$ cat config.mk
export PLATFORM = sky130hd
export DESIGN_NAME = calendar_date_adder_unit
export DESIGN_NICKNAME = d
export VERILOG_FILES = /design/src/hdl/cda_pkg.sv /design/src/hdl/cda_mod400.sv /design/src/hdl/cda_core.sv /design/src/hdl/calendar_date_adder_unit.sv
export SDC_FILE = /design/constraint.sdc
export NUM_CORES = 1
export LEC_CHECK = 0
export BUFFER_PORTS_ARGS = -buffer_cell sky130_fd_sc_hd__buf_2
export CAP_MARGIN = 20
export CORE_MARGIN = 3
export CORE_UTILIZATION = 60
export DETAILED_ROUTE_END_ITERATION = 10
export PLACE_DENSITY = 0.8
export SYNTH_ARGS = -nofsm -noshare
export SYNTH_HDL_FRONTEND = slang
export SYNTH_SLANG_ARGS = --single-unit
$ cat constraint.sdc
create_clock -name clk -period 8.7 [get_ports clk]
set_clock_uncertainty 0.15 [all_clocks]
set_input_delay 0.435 -clock clk [delete_from_list [all_inputs] [get_ports clk]]
set_output_delay 0.435 -clock clk [all_outputs]
set_load 0.01 [all_outputs]
$ cat src/hdl/cda_pkg.sv
// Package for the calendar date adder: kind codes, result struct, month lengths.
// Used by cda_mod400, cda_core and calendar_date_adder_unit.
package cda_pkg;

  localparam int unsigned MAX_YEAR_DEF = 9999;

  // Field widths fixed by the beat format
  localparam int unsigned DAY_W   = 5;
  localparam int unsigned MONTH_W = 4;
  localparam int unsigned YEAR_W  = 14;
  localparam int unsigned AMT_W   = 16;
  localparam int unsigned CNT_W   = AMT_W - 1;
  localparam int unsigned REM_W   = 9;

  localparam logic [MONTH_W-1:0] DECEMBER = 4'd12;
  localparam logic [MONTH_W-1:0] JANUARY  = 4'd1;
  localparam logic [MONTH_W-1:0] FEBRUARY = 4'd2;

  typedef enum logic [1:0] {
    K_DAYS      = 2'd0,
    K_MONTHS    = 2'd1,
    K_YEARS     = 2'd2,
    K_YEARS_ONE = 2'd3
  } kind_t;

  typedef struct packed {
    logic [DAY_W-1:0]   day;
    logic [MONTH_W-1:0] month;
    logic [YEAR_W-1:0]  year;
    logic               ovf;
  } res_t;

  typedef struct packed {
    logic idle;
    logic res_valid;
  } core_st_t;

  // Gregorian leap rule from the low year bits and the year mod 400
  function automatic logic is_leap(input logic [1:0] y_lo, input logic [REM_W-1:0] r400);
    logic century;
    century = (r400 == 9'd100) || (r400 == 9'd200) || (r400 == 9'd300);
    return (y_lo == 2'd0) && !century;
  endfunction

  // Days in a month; months outside 1..12 read as 31
  function automatic logic [DAY_W-1:0] month_len(input logic [MONTH_W-1:0] m,
                                                 input logic leap);
    logic [DAY_W-1:0] len;
    case (m)
      4'd2:                      len = leap ? 5'd29 : 5'd28;
      4'd4, 4'd6, 4'd9, 4'd11:   len = 5'd30;
      default:                   len = 5'd31;
    endcase
    return len;
  endfunction

  function automatic logic [DAY_W-1:0] clamp_day(input logic [DAY_W-1:0] d,
                                                 input logic [DAY_W-1:0] len);
    return (d > len) ? len : d;
  endfunction

endpackage

$ cat src/hdl/cda_mod400.sv
// Remainder unit: year mod 400 by reciprocal multiplication.
// Depends on cda_pkg.
module cda_mod400 import cda_pkg::*; #(
  parameter int unsigned YW = 14
) (
  input  logic                 clk,
  input  logic                 rst_n,
  input  logic                 start,
  input  logic [YW-1:0]        value,
  output logic                 done,
  output logic [REM_W-1:0]     rem
);

  // Working width covers every year up to 16 bits
  localparam int unsigned VW     = 16;
  // v / 400 = (v / 16) / 25; 5243 / 2^17 gives exact quotients by 25 below 2^12
  localparam int unsigned RCP_W  = 13;
  localparam int unsigned RCP_SH = 17;
  localparam int unsigned PW     = VW - 4 + RCP_W;
  localparam int unsigned QW     = PW - RCP_SH;
  localparam logic [RCP_W-1:0] RCP_25 = 13'd5243;
  localparam logic [VW-1:0]    DIV    = 16'd400;

  logic [VW-1:0]    val_r, val_nxt;
  logic [QW-1:0]    quo_r, quo_nxt;
  logic [REM_W-1:0] rem_r, rem_nxt;
  logic             ld_r, quo_vld_r, done_r;
  logic [PW-1:0]    prod;
  logic [VW-1:0]    diff;

  // Quotient from the upper bits, then the remainder by one subtract
  assign prod = PW'(val_r[VW-1:4]) * PW'(RCP_25);
  assign diff = val_r - VW'(quo_r) * DIV;

  always_comb begin
    val_nxt = start ? VW'(value) : val_r;
    quo_nxt = ld_r ? prod[PW-1:RCP_SH] : quo_r;
    rem_nxt = quo_vld_r ? diff[REM_W-1:0] : rem_r;
  end

  // Advance the value through quotient and remainder stages
  always_ff @(posedge clk) begin
    if (!rst_n) begin
      ld_r      <= 1'b0;
      quo_vld_r <= 1'b0;
      done_r    <= 1'b0;
    end else begin
      ld_r      <= start;
      quo_vld_r <= ld_r;
      done_r    <= quo_vld_r;
    end
    val_r <= val_nxt;
    quo_r <= quo_nxt;
    rem_r <= rem_nxt;
  end

  assign done = done_r;
  assign rem  = rem_r;

endmodule

$ cat src/hdl/cda_core.sv
// Sequencer and date registers: normalizes the start date and steps it one unit a cycle.
// Add years at once adds the count in one sum. Depends on cda_pkg and cda_mod400.
module cda_core import cda_pkg::*; #(
  parameter int unsigned MAX_YEAR = MAX_YEAR_DEF
) (
  input  logic               clk,
  input  logic               rst_n,
  input  logic               start,
  input  logic [1:0]         kind,
  input  logic [DAY_W-1:0]   start_day,
  input  logic [MONTH_W-1:0] start_month,
  input  logic [YEAR_W-1:0]  start_year,
  input  logic [AMT_W-1:0]   amount,
  input  logic               res_ready,
  output core_st_t           st,
  output res_t               res
);

  localparam int unsigned YW = $clog2(MAX_YEAR + 1);
  localparam int unsigned IW = (YW > YEAR_W) ? YW : YEAR_W;
  localparam int unsigned SW = ((YW > CNT_W) ? YW : CNT_W) + 1;
  localparam logic [YW-1:0] MAXY = YW'(MAX_YEAR);

  typedef enum logic [5:0] {
    S_IDLE  = 6'b000001,
    S_RED   = 6'b000010,
    S_CLAMP = 6'b000100,
    S_ADDY  = 6'b001000,
    S_STEP  = 6'b010000,
    S_DONE  = 6'b100000
  } state_t;

  state_t             state_r, state_nxt;
  kind_t              kind_r, kind_nxt;
  logic [DAY_W-1:0]   d_r, d_nxt;
  logic [MONTH_W-1:0] m_r, m_nxt;
  logic [YW-1:0]      y_r, y_nxt;
  logic [CNT_W-1:0]   n_r, n_nxt;
  logic [CNT_W-1:0]   cnt_r, cnt_nxt;
  logic [REM_W-1:0]   r400_r, r400_nxt;
  logic               ovf_r, ovf_nxt;
  logic               add_done_r, add_done_nxt;

  logic [IW-1:0]      y_in_w, y_cl, y_out_w;
  logic [YW-1:0]      y_norm, y_add, y_inc, red_val;
  logic [SW-1:0]      y_sum;
  logic [MONTH_W-1:0] m_norm, m_inc;
  logic [DAY_W-1:0]   d_norm;
  logic [REM_W-1:0]   r_inc, red_rem;
  logic               leap_cur, leap_nx, at_max, add_ovf, red_start, red_done;

  // Normalize the incoming date fields
  assign y_in_w = IW'(start_year);
  assign y_cl   = (y_in_w == '0) ? IW'(1) :
                  (y_in_w > IW'(MAX_YEAR)) ? IW'(MAX_YEAR) : y_in_w;
  assign y_norm = y_cl[YW-1:0];
  assign m_norm = (start_month == '0) ? JANUARY :
                  (start_month > DECEMBER) ? DECEMBER : start_month;
  assign d_norm = (start_day == '0) ? DAY_W'(1) : start_day;

  // Leap flags for the current and the following year
  assign y_inc    = y_r + 1'b1;
  assign m_inc    = m_r + 1'b1;
  assign r_inc    = (r400_r == 9'd399) ? '0 : r400_r + 1'b1;
  assign leap_cur = is_leap(y_r[1:0], r400_r);
  assign leap_nx  = is_leap(y_inc[1:0], r_inc);
  assign at_max   = y_r >= MAXY;

  // Year added at once, held at the maximum
  assign y_sum   = SW'(y_r) + SW'(n_r);
  assign add_ovf = y_sum > SW'(MAX_YEAR);
  assign y_add   = add_ovf ? MAXY : y_sum[YW-1:0];

  // Shared remainder unit, started on accept and with an at-once add
  assign red_start = start || (state_r == S_ADDY);
  assign red_val   = (state_r == S_ADDY) ? y_add : y_norm;

  cda_mod400 #(.YW(YW)) u_mod400 (
    .clk   (clk),
    .rst_n (rst_n),
    .start (red_start),
    .value (red_val),
    .done  (red_done),
    .rem   (red_rem)
  );

  always_comb begin
    state_nxt    = state_r;
    kind_nxt     = kind_r;
    d_nxt        = d_r;
    m_nxt        = m_r;
    y_nxt        = y_r;
    n_nxt        = n_r;
    cnt_nxt      = cnt_r;
    r400_nxt     = r400_r;
    ovf_nxt      = ovf_r;
    add_done_nxt = add_done_r;
    unique case (state_r)
      S_IDLE: begin
        if (start) begin
          kind_nxt     = kind_t'(kind);
          d_nxt        = d_norm;
          m_nxt        = m_norm;
          y_nxt        = y_norm;
          n_nxt        = amount[AMT_W-1] ? '0 : amount[CNT_W-1:0];
          cnt_nxt      = '0;
          ovf_nxt      = 1'b0;
          add_done_nxt = 1'b0;
          state_nxt    = S_RED;
        end
      end
      S_RED: begin
        if (red_done) begin
          r400_nxt  = red_rem;
          state_nxt = S_CLAMP;
        end
      end
      S_CLAMP: begin
        d_nxt = clamp_day(d_r, month_len(m_r, leap_cur));
        if (kind_r == K_YEARS_ONE) begin
          state_nxt = (add_done_r || (n_r == '0)) ? S_DONE : S_ADDY;
        end else begin
          state_nxt = S_STEP;
        end
      end
      S_ADDY: begin
        y_nxt        = y_add;
        ovf_nxt      = add_ovf;
        add_done_nxt = 1'b1;
        state_nxt    = S_RED;
      end
      S_STEP: begin
        if (cnt_r == n_r) begin
          state_nxt = S_DONE;
        end else begin
          cnt_nxt = cnt_r + 1'b1;
          case (kind_r)
            K_DAYS: begin
              if (d_r < month_len(m_r, leap_cur)) begin
                d_nxt = d_r + 1'b1;
              end else if (m_r < DECEMBER) begin
                d_nxt = DAY_W'(1);
                m_nxt = m_inc;
              end else if (at_max) begin
                ovf_nxt   = 1'b1;
                state_nxt = S_DONE;
              end else begin
                d_nxt    = DAY_W'(1);
                m_nxt    = JANUARY;
                y_nxt    = y_inc;
                r400_nxt = r_inc;
              end
            end
            K_MONTHS: begin
              if (m_r < DECEMBER) begin
                m_nxt = m_inc;
                d_nxt = clamp_day(d_r, month_len(m_inc, leap_cur));
              end else if (at_max) begin
                ovf_nxt   = 1'b1;
                state_nxt = S_DONE;
              end else begin
                // January always has 31 days, so the day stays
                m_nxt    = JANUARY;
                y_nxt    = y_inc;
                r400_nxt = r_inc;
              end
            end
            K_YEARS: begin
              if (at_max) begin
                ovf_nxt   = 1'b1;
                state_nxt = S_DONE;
              end else begin
                y_nxt    = y_inc;
                r400_nxt = r_inc;
                d_nxt    = clamp_day(d_r, month_len(m_r, leap_nx));
              end
            end
            default: begin
              state_nxt = S_DONE;
            end
          endcase
        end
      end
      S_DONE: begin
        if (res_ready) begin
          state_nxt = S_IDLE;
        end
      end
      default: begin
        state_nxt = S_IDLE;
      end
    endcase
  end

  always_ff @(posedge clk) begin
    if (!rst_n) begin
      state_r <= S_IDLE;
    end else begin
      state_r <= state_nxt;
    end
    kind_r     <= kind_nxt;
    d_r        <= d_nxt;
    m_r        <= m_nxt;
    y_r        <= y_nxt;
    n_r        <= n_nxt;
    cnt_r      <= cnt_nxt;
    r400_r     <= r400_nxt;
    ovf_r      <= ovf_nxt;
    add_done_r <= add_done_nxt;
  end

  // Present the finished date
  assign y_out_w      = IW'(y_r);
  assign st.idle      = (state_r == S_IDLE);
  assign st.res_valid = (state_r == S_DONE);
  assign res.day      = d_r;
  assign res.month    = m_r;
  assign res.year     = y_out_w[YEAR_W-1:0];
  assign res.ovf      = ovf_r;

endmodule

$ cat src/hdl/calendar_date_adder_unit.sv
// Top level of the calendar date adder: stream ports, output register, checks.
// Depends on cda_pkg and cda_core.
//
// Usage: one input beat carries a start date, a signed count and a kind in
// in_tuser (add days, add months stepwise, add years stepwise, add years at
// once). Each input beat produces exactly one output beat with the end date;
// out_tuser flags that the year would have passed MAX_YEAR.
// The stepping kinds (n = positive count) step one day, month or year per
// cycle, up to n times; add years at once adds the count in one sum. The
// mod-400 remainder unit runs once on accept and, for add years at once with
// a positive count, once more on the sum.
// One item is in work at a time: in_tready is high only while the sequencer is
// idle, so a new beat is taken only after the last result leaves the sequencer.
// The result sits in an output register; a new item is accepted while it
// waits to be taken. A stalled receiver holds the sequencer once it has a
// second result ready.
// Reset (rst_n low, synchronous) empties the sequencer and the output register.
module calendar_date_adder_unit import cda_pkg::*; #(
  parameter int unsigned MAX_YEAR = MAX_YEAR_DEF
) (
  input  logic        clk,
  input  logic        rst_n,
  input  logic        in_tvalid,
  output logic        in_tready,
  // [4:0] start_day, [8:5] start_month, [22:9] start_year, [38:23] amount
  input  logic [39:0] in_tdata,
  // [1:0] kind
  input  logic [1:0]  in_tuser,
  output logic        out_tvalid,
  input  logic        out_tready,
  // [4:0] end_day, [8:5] end_month, [22:9] end_year
  output logic [23:0] out_tdata,
  // [0] overflow
  output logic        out_tuser
);

  core_st_t st;
  res_t     res;
  res_t     out_r, out_nxt;
  logic     out_valid_r, out_valid_nxt;
  logic     res_ready, in_beat;

  assign in_tready = st.idle;
  assign in_beat   = in_tvalid && in_tready;
  assign res_ready = !out_valid_r || out_tready;

  cda_core #(.MAX_YEAR(MAX_YEAR)) u_core (
    .clk         (clk),
    .rst_n       (rst_n),
    .start       (in_beat),
    .kind        (in_tuser),
    .start_day   (in_tdata[4:0]),
    .start_month (in_tdata[8:5]),
    .start_year  (in_tdata[22:9]),
    .amount      (in_tdata[38:23]),
    .res_ready   (res_ready),
    .st          (st),
    .res         (res)
  );

  // Load the output register when it is empty or being drained
  always_comb begin
    out_nxt       = out_r;
    out_valid_nxt = out_valid_r;
    if (out_valid_r && out_tready) begin
      out_valid_nxt = 1'b0;
    end
    if (st.res_valid && res_ready) begin
      out_nxt       = res;
      out_valid_nxt = 1'b1;
    end
  end

  always_ff @(posedge clk) begin
    if (!rst_n) begin
      out_valid_r <= 1'b0;
    end else begin
      out_valid_r <= out_valid_nxt;
    end
    out_r <= out_nxt;
  end

  assign out_tvalid = out_valid_r;
  assign out_tdata  = {1'b0, out_r.year, out_r.month, out_r.day};
  assign out_tuser  = out_r.ovf;

  // An accepted beat keeps the sequencer busy on the next cycle
  a_busy_after_accept: assert property (@(posedge clk) disable iff (!rst_n)
    in_beat |=> !in_tready)
    else $error("input accepted again while an item is in work");

  // Overflow leaves the year at the maximum
  a_ovf_year: assert property (@(posedge clk) disable iff (!rst_n)
    out_tvalid && out_tuser |-> out_tdata[22:9] == YEAR_W'(MAX_YEAR))
    else $error("overflow result without maximum year");

  // Result month stays within the calendar
  a_month_range: assert property (@(posedge clk) disable iff (!rst_n)
    out_tvalid |-> (out_tdata[8:5] != 4'd0) && (out_tdata[8:5] <= DECEMBER))
    else $error("result month out of range");

  // Result day is never zero
  a_day_nonzero: assert property (@(posedge clk) disable iff (!rst_n)
    out_tvalid |-> out_tdata[4:0] != 5'd0)
    else $error("result day is zero");

endmodule
; ---- Word-level counts from Yosys, hierarchy flattened
; Index checks and enable logic that the tools add are counted.
[totals]
elab_cells = 200
register_bits = 131
output_inout_bits = 27
input_bits = 46
[op_classes]
n_mux = 82
multipliers = 2
eq_ne = 41
n_reduce_logical = 38
n_lt_le_gt_ge = 9
add_sub_neg = 7
[ops]
columns = cell, count
row1 = 14-bit two-way mux, 9
row2 = 5-bit two-way mux, 23
row3 = 14-bit case mux with 3 select lines, 2
row4 = 6-bit two-way mux, 9
row5 = 9-bit two-way mux, 6
row6 = 6-bit case mux with 6 select lines, 1
row7 = 15-bit two-way mux, 2
row8 = 15-bit case mux with 2 select lines, 1
row9 = 5-bit case mux with 2 select lines, 3
row10 = 5-bit case mux with 3 select lines, 2
row11 = 4-bit two-way mux, 7
row12 = 9-bit equality test (second input constant), 3
row13 = 9-bit case mux with 3 select lines, 1
row14 = 10-bit by 13-bit multiplier with 23-bit output (second input constant), 1
row15 = 9-bit by 7-bit equality test with 1-bit output (second input constant), 2
row16 = 9-bit by 8-bit equality test with 1-bit output (second input constant), 2
row17 = 6-bit case mux with 3 select lines, 1
row18 = 9-bit case mux with 2 select lines, 1
row19 = 14-bit by 15-bit adder with 16-bit output, 1
row20 = 4-bit by 3-bit equality test with 1-bit output (second input constant), 4
row21 = 4-bit equality test (second input constant), 4
row22 = 16-bit by 14-bit > comparator with 1-bit output (second input constant), 1
row23 = 4-bit case mux with 2 select lines, 2
row24 = 15-bit by 1-bit adder with 15-bit output (second input constant), 1
row25 = other kinds (47), 90

; ---- Longest topological paths before layout
; Gate-level depths: netlist (run 1).
[logic_depth]
word_depth = 19
ltp_mapped = 18

; ---- Cells and area by module
; Synthesis (run 1) repeated with hierarchy kept, for this count alone.
[unflattened]
cells_unflattened = 974
hier_area_um2 = 9877.0
[by_module_without_submodules]
columns = mod, cells_each, instances, seq_area_each_um2, area_per_inst_um2
row1 = cda_core, 676, 1, 2102.0, 5888.1
row2 = cda_mod400, 266, 1, 900.9, 3193.1
row3 = calendar_date_adder_unit, 32, 1, 740.7, 795.8

; ---- Least setup slack after synthesis (run 1)
; OpenSTA, ideal clock, no wires.
[synth_timing]
kind = register -> register
from = register u_core.u_mod400.val_r[5]
to = register u_core.u_mod400.quo_r[4], data pin
t_required_ps = 8290
arrival_ps = 4727
path_stages_with_launch = 19
path_slack_ps = 3563
synth_period_minus_slack_ps = 5137
cell_sequence = edfxtp_1 > fa_1 > inv_1 > fa_1 > inv_1 > ha_1 > fa_1 > inv_1 > fa_1 > inv_1 > ha_1 > a211o_1 > o211ai_1 > o211ai_1 > a2111oi_1 > o31ai_1 > a21oi_1 > o21bai_1 > xnor2_1
[synth_between]
elab_chain_len = 1
[synth_lines]
columns = item, line
row1 = start: declaration, cda_mod400.sv:24  ; logic [VW-1:0] val_r, val_nxt;
row2 = start signal: assignment, cda_mod400.sv:52  ; val_r <= val_nxt;
row3 = 10-bit by 13-bit multiplier with 23-bit output, cda_mod400.sv:32  ; assign prod = PW'(val_r[VW-1:4]) * PW'(RCP_25);
row4 = net u_core.u_mod400.prod[21], cda_mod400.sv:28  ; logic [PW-1:0] prod;
row5 = end signal: assignment, cda_mod400.sv:53  ; quo_r <= quo_nxt;
row6 = end: declaration, cda_mod400.sv:25  ; logic [QW-1:0] quo_r, quo_nxt;
; The timed path passes the listed nets, and every way through them passes these cells.
; A chain may end at the register's enable or synchronous reset.

; ---- Final worst setup path (run 1)
; Ends and elaborated chain as after synthesis.

==> run summary, run 1 <==
The area growth from synthesis to layout is 10.9%. After legalization and detailed placement, the total HPWL measured 16600 um. The synthesized design contains 128 register bits. The kind of path behind the tightest hold check is in -> reg. Synthesis handed over a netlist of 939 instances.

The synthesized area divided by synthesized cell count came out at 10.4 sq um. After synthesis the cells add up to 9790 sq um. The critical path data required time came out at 8.72 ns. Setup repair after global routing left no endpoint under its margin. In this run the vertical extent of the chip is 134 um. Yosys mapped a number of flops with a built-in enable equal to 118. Derived from the worst setup path, the maximum achievable clock frequency is 170 MHz. The later pin in the worst-skew pair is clocked with a latency of 0.42 ns.

The logs give 0 for the DRC violations left and 577 for the count of routing violations after the opening detailed-route iteration. Adding up every negative setup slack in the final design gives 0 ns. The largest driver fanout on the critical path came out at 7. For the via count, the log shows 7254.

The number of max-capacitance violations reported is 0, and the core area is 15900 sq um. The tools report the effective utilization at floorplan as 0.614. Entering global routing, the biggest net connects 57 pins. The total count of max-transition violations in the final report is 0. The capturing element type of the critical path is a register. In this run the worst setup path begins at u_core.u_mod400.val_r[5]$_DFFE_PP_. Post-route minimum period: 5.88 ns. The run finished with clean final reports.

Including well taps, the total number of placed cells is 1204. The number of antenna violations at the first check in global routing came out at 1. IR analysis of the VDD net gives a maximum drop of 0.000365 V.

The kind of start point of the critical path was a register. The arrival time of data at the critical path endpoint was 5.89 ns. 73 I/O pins were placed.

For this design the static power due to leakage is 0.00463 uW. Excluding fillers, the count of instances in the completed layout stands at 1236. The logs give 1236 for the total of fill cells in the finished design and 5 for the number of detailed-routing iterations run before antenna repair. On the worst path, the slowest cell contributes a delay of 0.80 ns. The source of the worst hold timing path is in_tuser[1]. The design draws 4090 uW. The floorplan step defined a die boundary enclosing 17900 sq um. Global routing finished with a remaining overflow of 0.

The run gives 1131 as the number of nets in the synthesized netlist. Clock tree synthesis inserted a total of 17 buffers. Among all stages on the critical path, the largest delay is contributed by sky130_fd_sc_hd__a2111oi_1. The startpoint identified for the worst register-to-register timing path is u_core.u_mod400.val_r[5]$_DFFE_PP_. The signal on the critical path passes through fa_1 -> inv_1 -> fa_1 -> inv_1 -> ha_1 -> fa_1 -> inv_1 -> fa_1 -> inv_1 -> ha_1 -> a211o_1 -> o211ai_1 -> o211ai_1 -> a2111oi_1 -> o31ai_1 -> a21oi_1 -> o21bai_1 -> xnor2_1.

The detailed-route wire length was 21500 um; the count of endpoints failing setup in the final report was 0. The number of warnings reported in the yosys synthesis log is 0, and the maximum number of buffers from clock root to sink is 2. The global router's overall resource usage is 0.249, and the minimum hold slack is 0.0421 ns.

The worst slew margin relative to its limit is 0.432. Once detail routing completed, the nets flagged for antenna violations numbered 0. The fraction of layout cells with a size suffix above 1 is 0.134. The worst setup path is of the reg -> reg kind.

Dividing total power by cell area gives a power density of 377 nW/um^2. The CTS sink count is 128, and the number of I/O port buffers is 70. After clock tree synthesis, the clock-pin slew on the worst setup and hold paths is 0.06 ns.

The dominant delay contributor by cell family on the critical path is adder cells. The logs give 1199 for the number of nets at the end of the flow and 46 for the floorplan row count. The maximum level of the CTS H-tree was 4; the number of distinct library cells after synthesis was 79. Measured along the x axis, the die boundary spans 134 um. The transition at the pin with the smallest max-transition slack came out at 0.853 ns.

Counting both buffers and inverters, the worst setup path holds a total of 4. The sequential element share of the synthesized area came out at 0.382. The count of endpoints failing hold in the final timing report is 0. The congestion estimate from routability-driven global placement came to 0.911.

In the synthesized netlist the dominant register cell turns out to be sky130_fd_sc_hd__edfxtp_1. In the routed layout, each cell is associated on average with a via count of 5.87. The root buffer cell chosen for the clock tree is sky130_fd_sc_hd__clkbuf_16. The tools report the post-CTS setup-driven buffer insertion count as 0. TritonCTS built the clock tree. The via count of the first global-routing pass came out at 7331.

Hold repair after CTS inserted 0 buffers. In the final routed layout, each cell accounts on average for 17.4 um. The proportion of synthesized flip-flops having asynchronous set or reset was 0; the global-route wire length before repair was 35300 um. The number of gates resized after cts is 0, and the antenna cell count is 0. The fraction of the cycle the final worst path needs was 0.676.
## report_power, final
group	internal, uW	switching [uW]	total, uW
Clock	389	267	656
Combinational	1010	1350	2360
Sequential	893	184	1080
## per-layer routing
| layer | GRT usage | routed length (um) |
|---|---|---|
| met1 | 0.315 | 9240 |
| met2 | 0.426 | 10800 |
| met3 | 0.0491 | 994 |
| met4 | 0.0931 | 475 |
| met5 | 0 | 13 |
## logic make-up (layout without fill, tap and decap cells)
logic type,count (synthesis),count (layout),share of synthesized area
and+or+nand+nor,300,300,0.158
AOI/OAI and AO/OA,164,164,0.121
adders and majority gates,146,146,0.213
DFF,128,128,0.382
buffers and inverters,118,199,0.0497
xor gates and xnor gates,78,78,0.0706
muxes,4,4,0.00447
other,1,1,0.000383
## stage by stage
stage	setup WS (ns)	utilization	cell area (sq um)
after floorplan	3.56	-	9790
after global placement	2.93	0.647	10300
after detailed placement	2.77	0.647	10300
after CTS	2.79	0.681	10900
after global routing	2.57	0.681	10900
final	2.82	0.681	10900
## worst paths after layout
check | slack, ns | cells past startpoint | endpoint
setup / recovery | 2.82 | 18 | u_core.u_mod400.quo_r[4]$_DFFE_PP_
hold / removal | 0.04 | 1 | u_core.kind_r[1]$_DFFE_PP_
setup reg to reg | 2.82 | 18 | u_core.u_mod400.quo_r[4]$_DFFE_PP_
hold reg to reg | 0.27 | 0 | u_core.u_mod400.rem[1]$_DFFE_PP_
## sequential cells by signal (all words and copies together), names as in the netlist, 4 cells and up
name / count
out_tdata: 23
u_core.y_out_w: 14
u_core.m_r: 4
u_core.d_r: 5
u_core.u_mod400.val_r: 14
u_core.cnt_r: 15
u_core.n_r: 15
u_core.r400_r: 9
u_core.u_mod400.quo_r: 5
u_core.u_mod400.rem: 9
u_core.state_r: 6
## synth_stat cells, drive strengths merged, types with 4 or more instances
cell type / count / share of area
and2: 12 / 0.0077
o31ai: 7 / 0.0059
nor3: 18 / 0.011
edfxtp: 118 / 0.36
o211ai: 14 / 0.012
a21o: 10 / 0.0077
a21boi: 5 / 0.0038
a31oi: 10 / 0.0064
and3: 19 / 0.012
a22oi: 4 / 0.0031
or3: 5 / 0.0032
o21ai: 42 / 0.023
nor2: 73 / 0.028
fa: 35 / 0.072
nand3b: 6 / 0.0046
xor2: 37 / 0.033
inv: 91 / 0.035
or2: 4 / 0.0026
buf: 11 / 0.0087
a211oi: 14 / 0.013
clkbuf: 16 / 0.0061
nand2: 70 / 0.027
nand2b: 7 / 0.0045
a21oi: 26 / 0.014
nor4: 14 / 0.0089
nor3b: 5 / 0.0038
ha: 111 / 0.14
dfxtp: 10 / 0.020
a221oi: 4 / 0.0042
nor2b: 20 / 0.013
xnor2: 41 / 0.037
nand3: 24 / 0.013
nand4: 10 / 0.0070
o21a: 8 / 0.0061
## cell type report
class / count / area [sq um] / area share
well taps: 216 / 270 / 0.0249
clock buffers: 17 / 425 / 0.0392
inverters: 91 / 342 / 0.0315
repair buffers: 76 / 395 / 0.0364
multi-input cells: 693 / 5560 / 0.512
flip-flops and latches: 128 / 3740 / 0.345
clock inverters: 15 / 120 / 0.0111
## placed cells by master (no fill, tap or decap), types with 19 or more instances in the layout
master	n
sky130_fd_sc_hd__a21oi_1	25
sky130_fd_sc_hd__and3_1	19
sky130_fd_sc_hd__buf_2	70
sky130_fd_sc_hd__edfxtp_1	118
sky130_fd_sc_hd__fa_1	35
sky130_fd_sc_hd__ha_1	111
sky130_fd_sc_hd__inv_1	91
sky130_fd_sc_hd__nand2_1	70
sky130_fd_sc_hd__nand3_1	23
sky130_fd_sc_hd__nor2_1	72
sky130_fd_sc_hd__nor2b_1	19
sky130_fd_sc_hd__o21ai_0	31
sky130_fd_sc_hd__xnor2_1	40
sky130_fd_sc_hd__xor2_1	37
No activity file was read; power rests on OpenSTA's default activity.
==> run 2: changes to the inputs <==
clock period = 5.5 ns   (was 8.7 ns; I/O delays follow)
==> run 2 against run 1 <==
  * The flow now finishes with violations (hold timing)
  * Utilization rose by 2.2 points
  * Count of clock-buffer cells in the layout rose by 2
  * Sequential share of layout area fell by 1.1 points
  * Wire length rose by 4.4%
  * Cell count rose by 2.0%
  * Critical path type unchanged
  * Critical endpoint unchanged
  * Largest cell class unchanged
  * Highest routed layer unchanged
==> run summary, run 2 (synthesis results as in run 1) <==
The run finished, with violations left. The checks that failed: hold timing. TritonCTS built the clock tree. The tools report the I/O pin count as 73 (unchanged). The buffer type at the clock tree root is sky130_fd_sc_hd__clkbuf_16. The detailed-route wire length was 22500 um (+4.4%); the ratio of routed vias to standard cells was 5.91 (+0.63%). Average routed wire per standard cell: 17.8 um (+2.3%). The via count is 7447 (+2.7%), and the number of I/O port buffers is 70 (unchanged).

The number of stages on the worst setup path was 19 (+1); the fraction of layout cells with a size suffix above 1 was 0.143 (+0.00841). Count of endpoints failing hold in the final timing report: 1 (+1). The worst setup path is launched from a register. The tools report the total congestion overflow as 0 (unchanged). The fraction of the cycle the final worst path needs was 0.975 (+0.299). The accumulated negative setup slack was 0 ns (unchanged).

The critical path goes through fa_1 -> inv_1 -> fa_1 -> inv_1 -> ha_1 -> fa_1 -> inv_1 -> fa_1 -> inv_1 -> ha_1 -> a211o_1 -> o211ai_1 -> o211ai_1 -> a2111oi_2 -> buf_4 -> o31ai_1 -> a21oi_2 -> o21bai_1 -> xnor2_1. The maximum operating frequency is 186 MHz (+9.6%). In the final layout, the registers with the most flip-flops are out_tdata (23), u_core.cnt_r (15), u_core.n_r (15). The core area was 15900 sq um (unchanged); the CTS sink count was 128 (unchanged). The global-route wire length before repair is 36800 um (+4.5%), and the maximum level of the CTS H-tree is 4 (unchanged). STA classifies the critical path endpoint as a register. The floorplan die area came out at 17900 sq um (unchanged).

Critical-path cell with the highest stage delay: sky130_fd_sc_hd__fa_1. The top cell types in the final layout, fill and taps aside, are sky130_fd_sc_hd__edfxtp_1 (118), sky130_fd_sc_hd__ha_1 (111), sky130_fd_sc_hd__inv_1 (91). Worst slack at placement: 0.0867 ns (-2.68 ns).

The effective utilization at floorplan was 0.614 (unchanged). The number of nets at the end of the flow was 1223 (+2.0%). For the maximum number of pins on one net before global-route repair, the log shows 57 (unchanged).

The final HPWL from detailed placement is 16400 um (-0.99%), and the number of antenna violations at the first check in global routing is 2 (+1). The number of flip-flops under the largest register name was 23 (unchanged); the height of the chip was 134 um (unchanged). The logs give 0 (unchanged) for the number of nets with antenna violations after detailed routing and 0.137 ns (-2.68 ns) for the post-layout worst setup margin. The die span in x was 134 um (unchanged). The total of fill cells in the finished design was 1142 (-7.6%); the via count of the first global-routing pass was 7516 (+2.5%).

The maximum number of buffers from clock root to sink was 2 (unchanged). The worst setup path is of the reg -> reg kind. The register with the most flip-flops was out_tdata.

The count of endpoints failing setup in the final report is 0 (unchanged), and the number of buffer and inverter stages on the critical path is 5 (+1). The worst slew margin relative to its limit was 0.442 (+0.0106); the number of instances on the worst hold path was 2 (+1). The run gives 0 (unchanged) as the DRC violations left. For the floorplan row count, the log shows 46 (unchanged). The routability-driven placement congestion ratio was 0.913 (+0.20%). The tools report the minimum hold slack as -0.00613 ns (-0.0483 ns).

The number of max-capacitance violations reported is 0 (unchanged), and the transition at the pin with the smallest max-transition slack is 0.837 ns (-0.0159 ns). For the post-route total power, the log shows 6940 uW (+70%). The run gives 0.260 (+0.0112) as the global router's overall resource usage. The tightest min-delay check is of the in -> reg type.

The path depth of the worst reg2reg path came out at 19 (+1). Post-route minimum period: 5.36 ns (-0.515 ns). The commonest non-fill, non-tap cell in the layout is sky130_fd_sc_hd__edfxtp_1. The total count of max-transition violations in the final report was 0 (unchanged); the number of detailed-routing iterations run before antenna repair was 7 (+2). The highest cell delay on the worst timing path is 0.63 ns (-0.17 ns), and the leakage component of the power is 0.00479 uW (+3.5%). The critical path data required time was 5.50 ns (-3.22 ns). The tools report the insertion delay to the later sink of the worst-skew pair as 0.42 ns (about the same).

The tools report the number of placed cells counting well taps as 1212 (+0.66%). The areal power density over the cells was 619 nW/um^2 (+64%). The layout-stage area growth over the synthesis result was 14.5%. The largest driver fanout on the critical path is 2 (-5), and the arrival time of data at the critical path endpoint is 5.37 ns (-0.52 ns).

Maximum vdd drop: 0.000673 V (+84%). The tools report the final cell count without fillers as 1261 (+2.0%). Count of routing violations after the opening detailed-route iteration: 906 (+57%).

The number of buffers inserted during clock tree synthesis came out at 17 (unchanged). Among cell families on the critical path, the largest total delay comes from adder cells. The clock slew at the register clock pins of the worst setup and hold paths came out at 0.06 ns (about the same).
run 2: changes by cell type in the layout (fill, tap and decap cells not counted), sizes merged:
cell         delta
clkinvlp        -1
clkbuf          +2
inv             +1
dlygate4sd3    +14
buf            +10
bufinv          +5
diode           +1
clkinv          -7
run 2: area by class of cell:
class                      instances  area [sq um]  share of cell area
antenna                            1          2.50            0.000223
inverter                          91           342              0.0305
multi-input combinational        693          5570               0.497
clock buffer                      19           433              0.0386
timing repair buffer             100           611              0.0545
clock inverter                    13           235              0.0210
sequential                       128          3740               0.334
tap                              216           270              0.0241
run 2: worst paths after layout:
path                                            from                                  to  slack, ns
setup / recovery  u_core.u_mod400.val_r[7]$_DFFE_PP_  u_core.u_mod400.quo_r[4]$_DFFE_PP_       0.14
hold / removal                          in_tdata[23]         u_core.n_r[0]$_SDFFCE_PP0P_     -0.006
setup reg to reg  u_core.u_mod400.val_r[7]$_DFFE_PP_  u_core.u_mod400.quo_r[4]$_DFFE_PP_       0.14
hold reg to reg   u_core.u_mod400.val_r[2]$_DFFE_PP_    u_core.u_mod400.rem[2]$_DFFE_PP_       0.27
run 2: where the power goes:
part           internal [uW]  switching, uW
clock network            853            431
registers               1410            274
logic                   1740           2230
total                   4010           2930
run 2: routing by layer:
metal | wire [um] | global-route usage
met1 | 9190 | 0.333
met2 | 11200 | 0.437
met3 | 1310 | 0.0491
met4 | 710 | 0.109
met5 | 13 | 0
run 2: what timing repair did:
item,in CTS,in global routing
endpoints found under the setup margin,0,2
buffers inserted,0,2
resized for setup,0,2
hold endpoints to repair,13,0
hold buffers,14,0
run 2: metrics by stage:
stage	utilization	instance area [sq um]
final	0.703	11200
after global routing	0.703	11200
after CTS	0.701	11200
after detailed placement	0.651	10400
after global placement	0.651	10400
after floorplan	-	9790
==> run 3: changes to the inputs <==
CORE_MARGIN = 5   (was 3)
==> run 3 against run 2 <==
  * The run now ends clean
  * Combinational power fell by 1%
  * Cell area decreased by 0.98%
  * Global-route usage down 1.6 points
  * Maximum frequency rose by 2.3%
  * Count of clock-buffer cells in the layout unchanged
==> run summary, run 3 (synthesis results as in run 1) <==
The accumulated negative setup slack is 0 ns (unchanged), and the core occupancy in the finished layout is 0.696 (-0.00691). The logs give 0 (-1) for the antenna cell count and 19000 sq um (+6.1%) for the floorplan die area. Final HPWL from detailed placement: 16700 um (+1.7%). The logs give 5 (-2) for the number of detailed-routing iterations run before antenna repair and 0.41 ns (about the same) for the insertion delay to the later sink of the worst-skew pair.

Leakage component of the power: 0.00475 uW (-0.88%). The post-layout worst setup margin is 0.255 ns (+0.118 ns). The highest metal layer carrying signal wires in the routed design is met5. The critical path data required time was 5.51 ns (about the same). Setup repair after global routing left no endpoint under its margin. The worst setup path startpoint was u_core.u_mod400.val_r[5]$_DFFE_PP_.

Core area: 15900 sq um (unchanged). Total count of max-transition violations in the final report: 0 (unchanged). The kind of path behind the tightest hold check is in -> reg. The height of the chip was 138 um (+3.0%). The number of flip-flops under the largest register name was 23 (unchanged); the cell area after layout was 11100 sq um (-0.98%). Clock slew at the register clock pins of the worst setup and hold paths: 0.06 ns (about the same). Fraction of layout cells with a size suffix above 1: 0.141 (-0.00207). The tools report the number of nets at the end of the flow as 1217 (-0.49%). The run gives 7347 (-1.3%) as the via count. The logs give 0.946 (+3.6%) for the routability-driven placement congestion ratio and 46 (unchanged) for the floorplan row count.

The kind of start point of the critical path was a register. The arrival time of data at the critical path endpoint was 5.25 ns (-0.12 ns); the met2 wire length was 11300 um (+0.50%). The fraction of the cycle the final worst path needs was 0.954 (-0.0215). Worst reg2reg path startpoint: u_core.u_mod400.val_r[5]$_DFFE_PP_. Number of buffers inserted during clock tree synthesis: 17 (unchanged). The top cell types in the final layout, fill and taps aside, are sky130_fd_sc_hd__edfxtp_1 (118), sky130_fd_sc_hd__ha_1 (111), sky130_fd_sc_hd__inv_1 (91).

The run gives 0 (-1) as the count of endpoints failing hold in the final timing report. The largest registers in the layout are out_tdata (23), u_core.cnt_r (15), u_core.n_r (15). Average routed wire per standard cell: 17.5 um (-1.8%). The wire length the detailed router placed on met1 is 9080 um (-1.2%). The I/O pin count came out at 73 (unchanged). The flow ran to the end, and the final reports show no timing, DRC or antenna violations.

The tools report the total congestion overflow as 0 (unchanged). The maximum number of buffers from clock root to sink was 2 (unchanged). The area of placed instances came out at 10400 sq um (unchanged).

The logs give 0 (unchanged) for the count of endpoints failing setup in the final report and 0 (unchanged) for the DRC violations left. Leaving out fill and tap cells, the most frequent cell in the layout is sky130_fd_sc_hd__edfxtp_1. For the maximum level of the CTS H-tree, the log shows 4 (unchanged). Register with the most flip-flops: out_tdata. Detailed-route wire length: 21900 um (-2.4%). The capturing element type of the critical path is a register. Buffer type at the clock tree root: sky130_fd_sc_hd__clkbuf_16. The number of I/O port buffers works out to 70 (unchanged). TritonCTS built the clock tree. The global-route wire length before repair is 36300 um (-1.5%). Worst slew margin relative to its limit: 0.446 (+0.00414). The areal power density over the cells was 612 nW/um^2 (-1.1%). The number of nets with antenna violations after detailed routing was 0 (unchanged).

The post-route minimum period works out to 5.24 ns (-0.118 ns). The die span in x is 138 um (+3.0%), and the count of routing violations after the opening detailed-route iteration is 635 (-30%). The tools report the CTS sink count as 128 (unchanged). For the number of antenna violations at the first check in global routing, the log shows 2 (unchanged).

The tools report the via count of the first global-routing pass as 7392 (-1.6%). The critical path in this run is classified as reg -> reg. Layout-stage area growth over the synthesis result: 13.4%.

The logs give 56 (-1.8%) for the maximum number of pins on one net before global-route repair and 1254 (-0.56%) for the final cell count without fillers. The transition at the pin with the smallest max-transition slack is 0.830 ns (-0.00622 ns), and the number of placed cells counting well taps is 1212 (unchanged). The run gives 0.614 (unchanged) as the effective utilization at floorplan. The tools report the total met3 wirelength after detailed routing as 1100 um (-16%).

The source of the worst hold timing path was in_tdata[35]. The global router's overall resource usage was 0.244 (-0.0164). The number of max-capacitance violations reported is 0 (unchanged). The largest driver fanout on the critical path is 2 (unchanged). The maximum operating frequency was 191 MHz (+2.3%).

For the maximum vdd drop, the log shows 0.000550 V (-18%). The worst slack at placement came out at 0.151 ns (+0.0645 ns). The ratio of routed vias to standard cells is 5.86 (-0.79%).
-- run 3: cell types whose count changed in the layout (fill, tap and decap cells not counted) --
cell,previous run,this run
sky130_fd_sc_hd__dlygate4sd3_1,14,10
sky130_fd_sc_hd__buf_4,16,14
sky130_fd_sc_hd__bufinv_16,6,4
sky130_fd_sc_hd__clkinv_2,1,3
sky130_fd_sc_hd__a21oi_1,24,25
sky130_fd_sc_hd__a21oi_2,2,1
sky130_fd_sc_hd__clkinv_4,2,3
sky130_fd_sc_hd__clkinvlp_4,2,1
sky130_fd_sc_hd__diode_2,1,0
-- run 3: layout make-up --
class	count	area (sq um)
Multi-Input combinational cell	693	5570
Fill cell	1168	4850
Sequential cell	128	3740
Timing Repair Buffer	94	556
Clock buffer	19	433
Inverter	91	342
Tap cell	216	270
Clock inverter	13	186
-- run 3: path summary, 6_finish.rpt --
path	endpoint	slack [ns]	depth (start not counted)
max	u_core.u_mod400.quo_r[4]$_DFFE_PP_	0.26	19
min	u_core.n_r[12]$_SDFFCE_PP0P_	0.009	2
max reg2reg	u_core.u_mod400.quo_r[4]$_DFFE_PP_	0.26	19
min reg2reg	u_core.u_mod400.rem[1]$_DFFE_PP_	0.27	0
-- run 3: per-stage QoR --
step | total power [uW] | hold WS (ns)
final | 6790 | 0.00878
after global routing | 7460 | 0.00328
after CTS | 6760 | 0.00120
after detailed placement | 5500 | 0.257
after global placement | 5330 | 0.251
after floorplan | 4490 | 0.197
-- run 3: where the power goes --
part           total, uW  leakage, uW  switching [uW]  internal [uW]
combinational       3920      0.00326            2200           1730
sequential          1690      0.00119             278           1410
clock               1180     0.000302             420            760
total               6790      0.00475            2890           3900
-- run 3: worst max-delay path, stage by stage, from the launching register on --
cell	delay [ns]
sky130_fd_sc_hd__edfxtp_1	0.41
sky130_fd_sc_hd__fa_1	0.63
sky130_fd_sc_hd__inv_1	0.09
sky130_fd_sc_hd__fa_1	0.50
sky130_fd_sc_hd__inv_1	0.04
sky130_fd_sc_hd__ha_1	0.29
sky130_fd_sc_hd__fa_1	0.53
sky130_fd_sc_hd__inv_1	0.05
sky130_fd_sc_hd__fa_1	0.49
sky130_fd_sc_hd__inv_1	0.04
sky130_fd_sc_hd__ha_1	0.18
sky130_fd_sc_hd__a211o_1	0.28
sky130_fd_sc_hd__o211ai_1	0.09
sky130_fd_sc_hd__o211ai_1	0.16
sky130_fd_sc_hd__a2111oi_2	0.33
sky130_fd_sc_hd__buf_4	0.18
sky130_fd_sc_hd__o31ai_1	0.10
sky130_fd_sc_hd__a21oi_1	0.20
sky130_fd_sc_hd__o21bai_1	0.10
sky130_fd_sc_hd__xnor2_1	0.13
-- run 3: timing repair --
item,4_1_cts,5_1_grt
gates resized for setup,0,1
endpoints found under the hold margin,10,0
setup endpoints to repair,0,2
hold buffers,10,0
buffers inserted,0,0
-- run 3: layer usage --
metal / vias up / GRT usage
met1: 3528 / 0.302
met5: - / 0
met2: 238 / 0.428
li1: 3534 / -
met4: 4 / 0.0741
met3: 43 / 0.0519
